<file path="src/cv3_pkg.sv">
// Shared constants and controller/datapath command and status types for the 3x3 convolution.
package cv3_pkg;

  localparam int CV3_COEFF_BITS = 7;   // default coefficient width
  localparam int CV3_CFG_W      = 63;  // kernel register width
  localparam int CV3_PIX_W      = 8;
  localparam int CV3_TAPS       = 9;
  localparam int CV3_MAC_ROWS   = 3;   // one kernel row per MAC cycle
  localparam int CV3_DIV_STEPS  = 8;   // one quotient bit per cycle
  localparam logic [CV3_PIX_W-1:0] CV3_PIX_MAX = 8'd255;

  typedef struct packed {
    logic       accept;     // input item taken this cycle
    logic       mac_en;     // accumulate one kernel row
    logic [1:0] mac_row;    // kernel row being accumulated
    logic       check;      // sign, magnitude and saturation check
    logic       div_step;   // one restoring divide step
    logic       emit;       // load the output register
    logic       last_job;   // result belongs to the rightmost column
    logic       shift_win;  // move the window one column right
  } cv3_cmd_t;

  typedef struct packed {
    logic need_result;  // incoming item yields at least one result
    logic first_col;    // incoming item is the first column of its row
    logic row_end;      // item being worked on ends its row
    logic out_free;     // output register can take a result
  } cv3_sts_t;

endpackage

</file>
<file path="src/cv3_pix_if.sv">
// Input channel: one pixel column item with row and frame markers.
interface cv3_pix_if;
  import cv3_pkg::*;

  logic                 valid;
  logic                 ready;
  logic [CV3_PIX_W-1:0] top_pixel;
  logic [CV3_PIX_W-1:0] middle_pixel;
  logic [CV3_PIX_W-1:0] bottom_pixel;
  logic                 last_in_row;
  logic                 last_in_frame;

  modport source (
    output valid, top_pixel, middle_pixel, bottom_pixel, last_in_row, last_in_frame,
    input  ready
  );

  modport sink (
    input  valid, top_pixel, middle_pixel, bottom_pixel, last_in_row, last_in_frame,
    output ready
  );
endinterface

</file>
<file path="src/cv3_res_if.sv">
// Result channel: one filtered pixel item with row and frame markers.
interface cv3_res_if;
  import cv3_pkg::*;

  logic                 valid;
  logic                 ready;
  logic [CV3_PIX_W-1:0] result_pixel;
  logic                 end_of_row;
  logic                 end_of_frame;

  modport source (
    output valid, result_pixel, end_of_row, end_of_frame,
    input  ready
  );

  modport sink (
    input  valid, result_pixel, end_of_row, end_of_frame,
    output ready
  );
endinterface

</file>
<file path="src/cv3_ctrl.sv">
// Controller: sequences accept, row-wise MAC, divide and emit for each result.
module cv3_ctrl (
  input  logic              clk,
  input  logic              rst_n,
  input  logic              in_valid,
  output logic              in_ready,
  input  cv3_pkg::cv3_sts_t sts,
  output cv3_pkg::cv3_cmd_t cmd
);
  import cv3_pkg::*;

  localparam int BIT_W = $clog2(CV3_DIV_STEPS);

  typedef enum logic [2:0] {
    S_IDLE,
    S_MAC,
    S_CHECK,
    S_DIV,
    S_EMIT
  } state_t;

  state_t           state_r, state_nxt;
  logic [1:0]       row_r, row_nxt;
  logic [BIT_W-1:0] bit_r, bit_nxt;
  logic             second_r, second_nxt;
  logic             accept;

  assign in_ready = (state_r == S_IDLE);
  assign accept   = in_valid && in_ready;

  always_comb begin
    state_nxt  = state_r;
    row_nxt    = row_r;
    bit_nxt    = bit_r;
    second_nxt = second_r;
    cmd        = '0;
    cmd.mac_row  = row_r;
    cmd.last_job = second_r;
    unique case (state_r)
      S_IDLE: begin
        if (accept) begin
          cmd.accept = 1'b1;
          row_nxt    = '0;
          // a first column that also ends its row goes straight to its own right-padded result
          second_nxt = sts.first_col;
          if (sts.need_result) begin
            state_nxt = S_MAC;
          end
        end
      end
      S_MAC: begin
        cmd.mac_en = 1'b1;
        if (row_r == 2'(CV3_MAC_ROWS - 1)) begin
          state_nxt = S_CHECK;
        end else begin
          row_nxt = row_r + 2'd1;
        end
      end
      S_CHECK: begin
        cmd.check = 1'b1;
        bit_nxt   = BIT_W'(CV3_DIV_STEPS - 1);
        state_nxt = S_DIV;
      end
      S_DIV: begin
        cmd.div_step = 1'b1;
        if (bit_r == '0) begin
          state_nxt = S_EMIT;
        end else begin
          bit_nxt = bit_r - BIT_W'(1);
        end
      end
      S_EMIT: begin
        if (sts.out_free) begin
          cmd.emit = 1'b1;
          if (!second_r && sts.row_end) begin
            cmd.shift_win = 1'b1;
            second_nxt    = 1'b1;
            row_nxt       = '0;
            state_nxt     = S_MAC;
          end else begin
            state_nxt = S_IDLE;
          end
        end
      end
      default: state_nxt = S_IDLE;
    endcase
  end

  always_ff @(posedge clk) begin
    if (!rst_n) begin
      state_r  <= S_IDLE;
      row_r    <= '0;
      bit_r    <= '0;
      second_r <= 1'b0;
    end else begin
      state_r  <= state_nxt;
      row_r    <= row_nxt;
      bit_r    <= bit_nxt;
      second_r <= second_nxt;
    end
  end

endmodule

</file>
<file path="src/cv3_datapath.sv">
// Datapath: column history, window, row MAC, sign/saturation check, divider, output register.
module cv3_datapath #(
  parameter int COEFF_BITS = cv3_pkg::CV3_COEFF_BITS
) (
  input  logic                          clk,
  input  logic                          rst_n,
  input  logic                          cfg_we,
  input  logic [cv3_pkg::CV3_CFG_W-1:0] cfg_wdata,
  input  logic [cv3_pkg::CV3_PIX_W-1:0] in_top,
  input  logic [cv3_pkg::CV3_PIX_W-1:0] in_mid,
  input  logic [cv3_pkg::CV3_PIX_W-1:0] in_bot,
  input  logic                          in_last_row,
  input  logic                          in_last_frame,
  input  cv3_pkg::cv3_cmd_t             cmd,
  output cv3_pkg::cv3_sts_t             sts,
  output logic                          out_valid,
  input  logic                          out_ready,
  output logic [cv3_pkg::CV3_PIX_W-1:0] out_pixel,
  output logic                          out_eor,
  output logic                          out_eof
);
  import cv3_pkg::*;

  localparam int COL_W   = 3 * CV3_PIX_W;
  localparam int KS_W    = COEFF_BITS + 4;             // kernel sum, signed
  localparam int PROD_W  = COEFF_BITS + CV3_PIX_W + 1; // coeff times zero-extended pixel
  localparam int ACC_W   = PROD_W + 4;                 // nine products, signed
  localparam int DSH_W   = KS_W + CV3_DIV_STEPS;
  localparam int KBITS   = CV3_TAPS * COEFF_BITS;

  // kernel register and its derived divisor
  logic [KBITS-1:0]        coeff_r;
  logic [KS_W-1:0]         ks_mag_r;
  logic                    ks_neg_r;
  logic signed [KS_W-1:0]  ks_sum;
  logic [KS_W-1:0]         ks_mag_nxt;

  // column history and working window
  logic [COL_W-1:0]        older_r, newer_r;
  logic                    seen_r;
  logic [COL_W-1:0]        win_l_r, win_c_r, win_r_r;
  logic                    row_end_r, frame_r;
  logic [COL_W-1:0]        in_col;
  logic                    row_end_in;

  // MAC
  logic signed [COEFF_BITS-1:0] cf [3];
  logic signed [CV3_PIX_W:0]    px [3];
  logic signed [PROD_W-1:0]     prod [3];
  logic signed [ACC_W-1:0]      row_sum;
  logic signed [ACC_W-1:0]      acc_r;

  // divide
  logic                    acc_neg;
  logic [ACC_W-1:0]        acc_mag;
  logic [ACC_W-1:0]        rem_r;
  logic [CV3_PIX_W-1:0]    q_r;
  logic [DSH_W-1:0]        dsh_r;
  logic                    zero_r, sat_r;
  logic                    div_ge;

  // output register
  logic                    out_valid_r;
  logic [CV3_PIX_W-1:0]    out_pixel_r;
  logic                    out_eor_r, out_eof_r;

  assign in_col     = {in_bot, in_mid, in_top};
  assign row_end_in = in_last_row | in_last_frame;

  always_comb begin
    logic signed [COEFF_BITS-1:0] c;
    c      = '0;
    ks_sum = '0;
    for (int k = 0; k < CV3_TAPS; k++) begin
      c      = cfg_wdata[k*COEFF_BITS +: COEFF_BITS];
      ks_sum = ks_sum + KS_W'(c);
    end
    if (ks_sum == '0) begin
      ks_mag_nxt = KS_W'(1);
    end else if (ks_sum[KS_W-1]) begin
      ks_mag_nxt = KS_W'(-ks_sum);
    end else begin
      ks_mag_nxt = KS_W'(ks_sum);
    end
  end

  always_ff @(posedge clk) begin
    if (!rst_n) begin
      coeff_r  <= '0;
      ks_mag_r <= KS_W'(1);
      ks_neg_r <= 1'b0;
    end else if (cfg_we) begin
      coeff_r  <= cfg_wdata[KBITS-1:0];
      ks_mag_r <= ks_mag_nxt;
      ks_neg_r <= ks_sum[KS_W-1];
    end
  end

  // one kernel row: left, centre and right taps
  always_comb begin
    for (int j = 0; j < 3; j++) begin
      cf[j] = '0;
      px[j] = '0;
    end
    for (int r = 0; r < CV3_MAC_ROWS; r++) begin
      if (cmd.mac_row == 2'(r)) begin
        cf[0] = coeff_r[(3*r)*COEFF_BITS +: COEFF_BITS];
        cf[1] = coeff_r[(3*r+1)*COEFF_BITS +: COEFF_BITS];
        cf[2] = coeff_r[(3*r+2)*COEFF_BITS +: COEFF_BITS];
        px[0] = {1'b0, win_l_r[CV3_PIX_W*r +: CV3_PIX_W]};
        px[1] = {1'b0, win_c_r[CV3_PIX_W*r +: CV3_PIX_W]};
        px[2] = {1'b0, win_r_r[CV3_PIX_W*r +: CV3_PIX_W]};
      end
    end
    for (int j = 0; j < 3; j++) begin
      prod[j] = cf[j] * px[j];
    end
    row_sum = ACC_W'(prod[0]) + ACC_W'(prod[1]) + ACC_W'(prod[2]);
  end

  assign acc_neg = acc_r[ACC_W-1];
  assign acc_mag = acc_neg ? ACC_W'(-acc_r) : ACC_W'(acc_r);
  assign div_ge  = (rem_r >= ACC_W'(dsh_r));

  always_ff @(posedge clk) begin
    if (!rst_n) begin
      older_r     <= '0;
      newer_r     <= '0;
      seen_r      <= 1'b0;
      out_valid_r <= 1'b0;
    end else begin
      if (cmd.accept) begin
        if (row_end_in) begin
          older_r <= '0;
          newer_r <= '0;
          seen_r  <= 1'b0;
        end else begin
          older_r <= seen_r ? newer_r : '0;
          newer_r <= in_col;
          seen_r  <= 1'b1;
        end
      end
      if (cmd.emit) begin
        out_valid_r <= 1'b1;
      end else if (out_ready) begin
        out_valid_r <= 1'b0;
      end
    end
  end

  always_ff @(posedge clk) begin
    if (cmd.accept) begin
      // a first column sits in the centre with zero padding on both sides
      win_l_r   <= seen_r ? older_r : '0;
      win_c_r   <= seen_r ? newer_r : in_col;
      win_r_r   <= seen_r ? in_col : '0;
      row_end_r <= row_end_in;
      frame_r   <= in_last_frame;
    end else if (cmd.shift_win) begin
      win_l_r <= win_c_r;
      win_c_r <= win_r_r;
      win_r_r <= '0;
    end
    if (cmd.mac_en) begin
      acc_r <= (cmd.mac_row == 2'd0) ? row_sum : acc_r + row_sum;
    end
    if (cmd.check) begin
      // opposite signs or a zero sum truncate to zero, then clamp to zero
      zero_r <= (acc_r == '0) || (acc_neg != ks_neg_r);
      sat_r  <= acc_mag >= ACC_W'({ks_mag_r, CV3_DIV_STEPS'(0)});
      rem_r  <= acc_mag;
      q_r    <= '0;
      dsh_r  <= {1'b0, ks_mag_r, (CV3_DIV_STEPS-1)'(0)};
    end else if (cmd.div_step) begin
      if (div_ge) begin
        rem_r <= rem_r - ACC_W'(dsh_r);
      end
      q_r   <= {q_r[CV3_PIX_W-2:0], div_ge};
      dsh_r <= dsh_r >> 1;
    end
    if (cmd.emit) begin
      out_pixel_r <= zero_r ? '0 : (sat_r ? CV3_PIX_MAX : q_r);
      out_eor_r   <= cmd.last_job;
      out_eof_r   <= cmd.last_job & frame_r;
    end
  end

  assign sts.need_result = seen_r | row_end_in;
  assign sts.first_col   = !seen_r;
  assign sts.row_end     = row_end_r;
  assign sts.out_free    = !out_valid_r || out_ready;

  assign out_valid = out_valid_r;
  assign out_pixel = out_pixel_r;
  assign out_eor   = out_eor_r;
  assign out_eof   = out_eof_r;

endmodule

</file>
<file path="src/conv3x3_zero_pad_normalized.sv">
// 3x3 convolution with zero padding and kernel-sum normalization over a pixel column stream.
//
// in_ch carries one image column (top, middle, bottom pixel) per item, plus
// last_in_row / last_in_frame markers; the source supplies zero rows above and
// below the image. out_ch carries one saturated 0..255 result per item.
// cfg_we / cfg_wdata write the packed kernel; write it only while idle.
// An item yields the result of the previous column, and a row-ending item also
// yields its own right-padded result, so zero, one or two results per item.
// Each result passes from the accepting edge through the row-wise MAC, the sign
// and saturation check and a one-bit-per-cycle restoring divider, then the
// load into the output register.
// The next item is taken as soon as the last result sits in the output
// register, even if the receiver has not taken it yet; when the receiver
// stalls, a new result waits in the divider until the register frees.
// Reset (synchronous, active low) clears the column history, empties the
// output register and loads a zero kernel, whose sum counts as one.
module conv3x3_zero_pad_normalized #(
  parameter int COEFF_BITS = cv3_pkg::CV3_COEFF_BITS
) (
  input  logic                          clk,
  input  logic                          rst_n,
  input  logic                          cfg_we,
  input  logic [cv3_pkg::CV3_CFG_W-1:0] cfg_wdata,
  cv3_pix_if.sink                       in_ch,
  cv3_res_if.source                     out_ch
);
  import cv3_pkg::*;

  cv3_cmd_t cmd;
  cv3_sts_t sts;

  cv3_ctrl u_ctrl (
    .clk      (clk),
    .rst_n    (rst_n),
    .in_valid (in_ch.valid),
    .in_ready (in_ch.ready),
    .sts      (sts),
    .cmd      (cmd)
  );

  cv3_datapath #(
    .COEFF_BITS (COEFF_BITS)
  ) u_datapath (
    .clk           (clk),
    .rst_n         (rst_n),
    .cfg_we        (cfg_we),
    .cfg_wdata     (cfg_wdata),
    .in_top        (in_ch.top_pixel),
    .in_mid        (in_ch.middle_pixel),
    .in_bot        (in_ch.bottom_pixel),
    .in_last_row   (in_ch.last_in_row),
    .in_last_frame (in_ch.last_in_frame),
    .cmd           (cmd),
    .sts           (sts),
    .out_valid     (out_ch.valid),
    .out_ready     (out_ch.ready),
    .out_pixel     (out_ch.result_pixel),
    .out_eor       (out_ch.end_of_row),
    .out_eof       (out_ch.end_of_frame)
  );

endmodule
</file>
<file path="src/flat_wrapper.sv">
// flat-port wrapper written by rule: the top's interface ports become plain ports
module conv3x3_zero_pad_normalized_flat import cv3_pkg::*;
#(
  parameter int COEFF_BITS = cv3_pkg::CV3_COEFF_BITS
)
  (clk, rst_n, cfg_we, cfg_wdata, in_ch_valid, in_ch_top_pixel, in_ch_middle_pixel, in_ch_bottom_pixel, in_ch_last_in_row, in_ch_last_in_frame, in_ch_ready, out_ch_valid, out_ch_result_pixel, out_ch_end_of_row, out_ch_end_of_frame, out_ch_ready);
  cv3_pix_if in_ch_i ();
  cv3_res_if out_ch_i ();
  input  logic clk;
  input  logic rst_n;
  input  logic cfg_we;
  input  logic [cv3_pkg::CV3_CFG_W-1:0] cfg_wdata;
  input wire logic [$bits(in_ch_i.valid)-1:0] in_ch_valid;
  input wire logic [$bits(in_ch_i.top_pixel)-1:0] in_ch_top_pixel;
  input wire logic [$bits(in_ch_i.middle_pixel)-1:0] in_ch_middle_pixel;
  input wire logic [$bits(in_ch_i.bottom_pixel)-1:0] in_ch_bottom_pixel;
  input wire logic [$bits(in_ch_i.last_in_row)-1:0] in_ch_last_in_row;
  input wire logic [$bits(in_ch_i.last_in_frame)-1:0] in_ch_last_in_frame;
  output wire logic [$bits(in_ch_i.ready)-1:0] in_ch_ready;
  output wire logic [$bits(out_ch_i.valid)-1:0] out_ch_valid;
  output wire logic [$bits(out_ch_i.result_pixel)-1:0] out_ch_result_pixel;
  output wire logic [$bits(out_ch_i.end_of_row)-1:0] out_ch_end_of_row;
  output wire logic [$bits(out_ch_i.end_of_frame)-1:0] out_ch_end_of_frame;
  input wire logic [$bits(out_ch_i.ready)-1:0] out_ch_ready;
  assign in_ch_i.valid = in_ch_valid;
  assign in_ch_i.top_pixel = in_ch_top_pixel;
  assign in_ch_i.middle_pixel = in_ch_middle_pixel;
  assign in_ch_i.bottom_pixel = in_ch_bottom_pixel;
  assign in_ch_i.last_in_row = in_ch_last_in_row;
  assign in_ch_i.last_in_frame = in_ch_last_in_frame;
  assign in_ch_ready = in_ch_i.ready;
  assign out_ch_valid = out_ch_i.valid;
  assign out_ch_result_pixel = out_ch_i.result_pixel;
  assign out_ch_end_of_row = out_ch_i.end_of_row;
  assign out_ch_end_of_frame = out_ch_i.end_of_frame;
  assign out_ch_i.ready = out_ch_ready;
  conv3x3_zero_pad_normalized #(.COEFF_BITS(COEFF_BITS)) u_core (.clk(clk), .rst_n(rst_n), .cfg_we(cfg_we), .cfg_wdata(cfg_wdata), .in_ch(in_ch_i), .out_ch(out_ch_i));
endmodule
</file>
<file path="config.mk">
export PLATFORM = sky130hd
export DESIGN_NAME = conv3x3_zero_pad_normalized_flat
export DESIGN_NICKNAME = d
export VERILOG_FILES = /design/src/cv3_pkg.sv /design/src/cv3_pix_if.sv /design/src/cv3_res_if.sv /design/src/cv3_ctrl.sv /design/src/cv3_datapath.sv /design/src/conv3x3_zero_pad_normalized.sv /design/src/flat_wrapper.sv
export SDC_FILE = /design/constraint.sdc
export NUM_CORES = 1
export LEC_CHECK = 0
export BUFFER_PORTS_ARGS = -buffer_cell sky130_fd_sc_hd__buf_2
export CAP_MARGIN = 15
export CORE_MARGIN = 2
export CORE_UTILIZATION = 60
export CTS_CLUSTER_SIZE = 16
export DETAILED_ROUTE_END_ITERATION = 7
export GPL_ROUTABILITY_DRIVEN = 0
export PLACE_DENSITY = 0.89
export REMOVE_ABC_BUFFERS = 1
export SYNTH_ARGS = -nofsm -noshare
export SYNTH_HDL_FRONTEND = slang
export SYNTH_SLANG_ARGS = --single-unit
</file>
<file path="constraint.sdc">
create_clock -name clk -period 11.95 [get_ports clk]
set_input_delay 1.7925 -clock clk [delete_from_list [all_inputs] [get_ports clk]]
set_output_delay 1.7925 -clock clk [all_outputs]
set_load 0.1 [all_outputs]
</file>
---- Word-level counts from Yosys, hierarchy flattened ----
Index checks and enable logic that the tools add are counted.
cells by class
  add/sub/neg operators ................... 16
  multiply operators ...................... 3
  div/mod/pow operators ................... 0
  magnitude comparators ................... 2
  equality and inequality tests ........... 15
  shifts and indexed selects .............. 0
  mux-type cells .......................... 59
  bitwise gates (word level) .............. 3
  reduce and logical (&&, ||, !) cells .... 24
operators by type and width
  cell               number
  $mux 24            12
  $mux 20            5
  $mux 21            3
  $mux 27            2
  $mul 7x9->16       3
  $add 11x7->11      4
  $mux 18            2
  $mux 26            1
  $mux 11            2
  $add 20x18->20     1
  $ge 20x18->1       1
  $ge 20x19->1       1
  $logic_not 20->1   1
  $neg 20->20        1
  $sub 20x18->20     1
  $add 17x16->18     1
  $mux 3             6
  $add 16x16->17     1
  $mux 1             17
  $pmux 3 s5         1
  $reduce_bool 2->1  6
  $add 10x7->11      1
  $logic_not 11->1   1
  $neg 11->11        1
  other kinds (29)   47
word-level totals
  flip-flop bits (word level) ............. 286
  bits in latches ......................... 0
  RAM bits ................................ 0
  ROM bits ................................ 0
  bits of input ports ..................... 94
  output and inout bits ................... 12
  word-level logic and storage cells ...... 148
  memories ................................ 0

---- Longest topological paths before layout ----
  depth in word-level cells ............... 11
  mapped depth ............................ 39
  gate-level depth less buffers ........... 37

---- By module ----
From an unflattened synthesis, not the netlist that was laid out.
unflattened totals
  cells, all modules ...................... 2,466
  area, all modules ....................... 22,934.5 um^2
by module, submodules not included
  module        times used  cells an instance  area each (um^2)
  cv3_datapath  1           2,391              22,318.9
  cv3_ctrl      1           75                 615.6

---- Least setup slack after synthesis ----
OpenSTA, ideal clock, no wires.
  kind .................................... input -> register
  start point ............................. in out_ch_ready
  end point ............................... reg u_core.u_datapath.win_c_r[0] (enable)
  setup time .............................. 702 ps
  arrival ................................. 9,420 ps
  required time ........................... 11,248 ps
  slack ................................... 1,828 ps
  stages .................................. 3
  buffers on the path ..................... 0
  cells stage by stage .................... nand2b_1 -> nand2_1 -> o41ai_1
on the way
  cells in the longest elaborated chain, start to end .. 4
RTL lines
  element                      line                 text
  start, declared              flat_wrapper.sv:24   input wire logic [$bits(out_ch_i.ready)-1:0] out_ch_ready;
  $logic_or 1x1->1             cv3_datapath.sv:191  assign sts.out_free = !out_valid_r || out_ready;
  $mux 1                       cv3_ctrl.sv:73       if (sts.out_free) begin
  $mux 1                       cv3_ctrl.sv:39       unique case (state_r)
  $reduce_bool 2->1 (no line)  -
  end signal, assigned         cv3_datapath.sv:155  win_c_r <= seen_r ? newer_r : in_col;
  end signal, assigned         cv3_datapath.sv:161  win_c_r <= win_r_r;
  end, declared                cv3_datapath.sv:41   logic [COL_W-1:0] win_l_r, win_c_r, win_r_r;
Every way passes these cells.
A chain may end at the register's enable or synchronous reset.

---- Worst setup path after layout ----
  start point ............................. reg u_core.u_ctrl.row_r[1]
  end point ............................... reg u_core.u_datapath.acc_r[19], data pin
on the way
  cells in the longest elaborated chain, start to end .. 9
  elaborated cells on any way between the ends .. 16
RTL lines
  element                                                 line                                      text
  start, declared                                         cv3_ctrl.sv:23                            logic [1:0] row_r, row_nxt;
  start signal, assigned                                  cv3_ctrl.sv:97                            row_r <= row_nxt;
  $logic_not 2->1                                         cv3_datapath.sv:106, cv3_datapath.sv:165
  $mux 21 / $mux 26 (equally long branches)               cv3_datapath.sv:106                       if (cmd.mac_row == 2'(r)) begin
  $mux 21 / $mux 27 (equally long branches) (2 in a row)  cv3_datapath.sv:106
  $mul 7x9->16                                            cv3_datapath.sv:116                       prod[j] = cf[j] * px[j];
  $add 16x16->17                                          cv3_datapath.sv:118                       row_sum = ACC_W'(prod[0]) + ACC_W'(prod[1]) + ACC_W'(prod[2]);
  $add 17x16->18                                          cv3_datapath.sv:118
  $add 20x18->20                                          cv3_datapath.sv:165                       acc_r <= (cmd.mac_row == 2'd0) ? row_sum : acc_r + row_sum;
  $mux 20 *                                               cv3_datapath.sv:165
  end signal, assigned                                    cv3_datapath.sv:165
  end, declared                                           cv3_datapath.sv:51                        logic signed [ACC_W-1:0] acc_r;
Mark *: on every way between the ends. The rest lies on a longest branch, timed or not.

==> summary.md <==
The run finished with clean final reports. For this block, the via count after detailed routing is 18,900. Hold is met by 0.451 ns.

Summing all multi-input logic gate instances after layout gives 14,200 µm². The number of antenna violations at the first check in global routing was 0. The share of total power dissipated in the clock network is 12.5%. The number of diodes was 0.

Of the total synthesized cell area, the portion taken by XOR and XNOR cells is 2.91%. In this run the worst hold path is classified as reg -> reg. The port buffer count works out to 105.

Setup repair after global routing left no endpoint under its margin. The mean instance size in the synthesized netlist was 8.97 µm²; the via count of the first global-routing pass was 19,500. The path with the worst hold slack has its endpoint at u_core.u_datapath.q_r[7]$_SDFFE_PP0P_. For the final setup TNS, the log shows 0 ns. In the global route stage, met1 resource usage came out at 35.2%. Boundary pin count: 106. The number of buffers and inverters on the critical path is 6. The tree built by TritonCTS fans out to 286 sinks. Power spread over the standard cell area amounts to 309 nW/µm². Global routing used 5.50% of the available met3 tracks. STA classifies the critical path endpoint as a flip-flop. Cells with a size suffix above 1 make up 8.13% of the layout.

The count of cells resized by post-cts repair is 0. The clock arrives with 0.0204 ns of skew. After layout, the minimum clock period comes to 10.36 ns. After detailed routing, the average wire length per cell comes to 19.1 µm. The fill cell instance count of the final layout was 2,760. The critical path in this run is classified as reg -> reg. The maximum number of pins on one net before global-route repair came out at 124. The portion of synthesized area spent on multiplexers is 4.89%.

The synthesized netlist devotes 12.3% of its cell area to compound gates. The number of cells on the worst reg-to-reg path came out at 34. The clock reaches the later pin of the worst-skew pair after 0.60 ns. Max-cap violations in this run came to 0. STA classifies the critical path startpoint as a flip-flop. In this run the cell area measured after placement is 23,800 µm². For the maximum buffer depth of the clock tree, the log shows 3. The final count of pins violating max slew was 0; the share of the clock period used by the worst path after layout was 86.7%.

On the critical path the largest part of the delay comes from adder cells. In this run the post-CTS setup repair buffer count came out at 0. For this run the aggregate overflow at the end of global routing stands at 0. In this run, synthesis inferred 137 flip-flops with an integrated enable.

Net switching is 48.6% of the power. The predominant post-synthesis flop cell is sky130_fd_sc_hd__dfxtp_1. Global routing consumed, over all layers together, 30.8% of the routing resources. The cell count of the worst hold path was 2; the DRC violation total after the first TritonRoute iteration was 1,832. Clock tree synthesis inserted a total of 30 buffers. Counting distinct cell types in the post-synthesis netlist gives 61. Transition time at the pin with the least slew margin: 1.16 ns. The source of the worst hold timing path was u_core.u_datapath.q_r[7]$_SDFFE_PP0P_. The highest clock frequency the design can meet is 96.6 MHz, and the post-layout instance area is 24,800 µm². For this run, design rule violations remaining after detail routing come to 0.

The number of hold-slack violations in the final timing report was 0; the via density per instance was 6.03. The largest fanout on the critical path came out at 54. TritonCTS built the clock tree.

Summing every instance area after synthesis gives 22,900 µm². The depth of the CTS H-tree is 1, and the clock-pin transition on the worst setup and hold timing paths is 0.07 ns. Compared with the post-synthesis result, the final layout area differs by 8.41%.

Worst slew margin relative to its limit: 22.6%. The design draws 7.68 mW. Internal power comes to 3.95 mW.

The vertical die dimension works out to 199 µm. The slowest cell on the critical path was sky130_fd_sc_hd__a211oi_1. The met2 track demand over resource in global routing was 53.0%. Counting every instance in the synthesized netlist gives 2,555. The HPWL after detailed placement was 45.1 mm. The beginning of the worst register-to-register path is u_core.u_ctrl.row_r[1]$_SDFFE_PN0P_. In this run the core area contains 71 standard-cell rows. Of the total synthesized cell area, the portion taken by AND, OR, NAND and NOR gates is 15.4%. The chip width is 199 µm, and the warning count from the yosys run is 0. Setup violations remaining at the end of the flow were counted as 0.

The logs give 60.8% for the initial core utilization and 39,800 µm² for the die area. The analysis attributes to net switching a power of 3.73 mW. Data on the critical path is required at its endpoint by 12.27 ns.

On the worst path, the slowest cell contributes a delay of 0.69 ns. The net count of the finished layout is 3,054. The region available for standard cell placement spans 37,700 µm². For the wire length of the first global-routing pass, the log shows 96.6 mm.

The dominant combinational cell family by area after synthesis was adder cells. Most repeated library cell on the critical path: sky130_fd_sc_hd__fa_1. The cell sitting at the root of the clock tree is a sky130_fd_sc_hd__clkbuf_16. Across the VDD grid, the largest voltage drop is 0.469 mV.

In the synthesized netlist the async set-or-reset flop fraction comes to 0%. Setup slack on the worst reg-to-reg path comes out at 1.59 ns. The total detailed-routing wirelength was 59.8 mm; the portion of total power attributed to combinational logic was 69.7%. After global routing, the most crowded layer is met2. The detail route stage leaves a number of antenna-violating nets equal to 0. In this run, post-CTS hold repair placed 0 buffers.

The run gives 10.67 ns as the arrival time at the worst endpoint. The endpoint of the worst-slack reg-to-reg timing path was u_core.u_datapath.acc_r[19]$_DFFE_PP_. Sequential cells account for 17.9% of the total power.

Summed over all cells, the static leakage comes to 11.2 nW. The synthesis-stage register bit count came out at 286. The adder-cell share of the synthesized area came out at 26.4%. The first detailed-routing pass ran for 8 iterations.

Sequential share of the synthesized area: 31.0%. Registers take 7100 µm². Counting buffers and inverters, the worst setup path is 34 cells deep.
-- cells by family (layout without fill, tap and decap cells) --
logic type,Yosys count,count (layout)
AOI/OAI and AO/OA,466,466
muxes,111,111
buffers and inverters,432,496
and+or+nand+nor,819,819
DFF,286,286
xor gates and xnor gates,76,76
adders and majority gates,365,365
-- routing by layer --
metal,wire length (µm),part of all wire [%]
met5,0,0
met1,21300,36
met4,4640,7.8
met3,5060,8.4
met2,28800,48
-- cells in the final DEF, fill, tap and decap left out, types with 32 or more instances in the layout --
master                      count
sky130_fd_sc_hd__nor2_1       343
sky130_fd_sc_hd__inv_1        316
sky130_fd_sc_hd__nand2_1      271
sky130_fd_sc_hd__fa_1         196
sky130_fd_sc_hd__ha_1         166
sky130_fd_sc_hd__a21oi_1      158
sky130_fd_sc_hd__dfxtp_1      148
sky130_fd_sc_hd__edfxtp_1     137
sky130_fd_sc_hd__o21ai_0      134
sky130_fd_sc_hd__buf_2        104
sky130_fd_sc_hd__mux2i_1      103
sky130_fd_sc_hd__xnor2_1       52
sky130_fd_sc_hd__nand3_1       52
sky130_fd_sc_hd__clkbuf_16     32
-- registers in the layout, indices dropped and copies added, names as in the netlist, 11 cells and up --
name and cells:
u_core.u_datapath.coeff_r 63, u_core.u_datapath.older_r 24, u_core.u_datapath.win_l_r 24, u_core.u_datapath.rem_r 20, u_core.u_datapath.win_c_r 24, u_core.u_datapath.newer_r 24
u_core.u_datapath.dsh_r 18, u_core.u_datapath.acc_r 20, u_core.u_datapath.win_r_r 24, u_core.u_datapath.ks_mag_r 11
-- worst max-delay path by stage --
stage | startpoint | endpoint | slack (ns)
3_3_place_gp | u_core.u_ctrl.row_r[1]$_SDFFE_PN0P_ | u_core.u_datapath.acc_r[19]$_DFFE_PP_ | 2.20
4_1_cts | u_core.u_ctrl.row_r[1]$_SDFFE_PN0P_ | u_core.u_datapath.acc_r[19]$_DFFE_PP_ | 1.78
2_1_floorplan | in_ch_valid | u_core.u_datapath.win_c_r[0]$_DFFE_PP_ | 1.70
5_1_grt | u_core.u_ctrl.row_r[1]$_SDFFE_PN0P_ | u_core.u_datapath.acc_r[19]$_DFFE_PP_ | 0.97
3_5_place_dp | u_core.u_ctrl.row_r[1]$_SDFFE_PN0P_ | u_core.u_datapath.acc_r[19]$_DFFE_PP_ | 1.79
6_report | u_core.u_ctrl.row_r[1]$_SDFFE_PN0P_ | u_core.u_datapath.acc_r[19]$_DFFE_PP_ | 1.59
-- tightest hold or removal path: cells and delay by family (launching register included) --
kind,cells,cell delay [ns]
AND/OR/NAND/NOR,2,0.09
flip-flops,1,0.31
-- final cells by class --
type	instances	area share [%]
clock buffers	41	3.48
clock inverters	15	0.605
repair buffers	122	2.64
well taps	511	2.57
flip-flops and latches	286	28.6
multi-input cells	1837	57.3
inverters	318	4.82
-- per-stage QoR --
stage	std cells	utilization (%)	setup WS (ns)
final	3130	65.9	1.59
after global routing	3130	65.9	0.975
after CTS	3130	65.9	1.78
after detailed placement	3074	63.2	1.79
after global placement	3074	63.2	2.20
after floorplan	2441	-	1.70
-- power groups by stage --
stage               Clock [mW]  Sequential, mW  Combinational (mW)
finish                   0.956            1.37                5.35
global route             0.996            1.39                5.88
CTS                      0.962            1.37                5.22
detailed placement           0            1.39                5.15
global placement             0            1.38                4.85
floorplan                    0            1.37                3.97
-- synth_stat cells, types with 53 or more instances --
master                       n  share of area (%)
sky130_fd_sc_hd__mux2i_1   103                4.5
sky130_fd_sc_hd__clkbuf_1   87                1.4
sky130_fd_sc_hd__fa_1      196                 17
sky130_fd_sc_hd__nand2_1   271                4.4
sky130_fd_sc_hd__a21oi_1   158                3.5
sky130_fd_sc_hd__inv_1     316                5.2
sky130_fd_sc_hd__edfxtp_1  137                 18
sky130_fd_sc_hd__nor2_1    344                5.6
sky130_fd_sc_hd__ha_1      169                9.2
sky130_fd_sc_hd__dfxtp_1   149                 13
sky130_fd_sc_hd__nand3_1    53                1.2
sky130_fd_sc_hd__o21ai_0   134                2.9
Power figures use the tool's default switching activity.
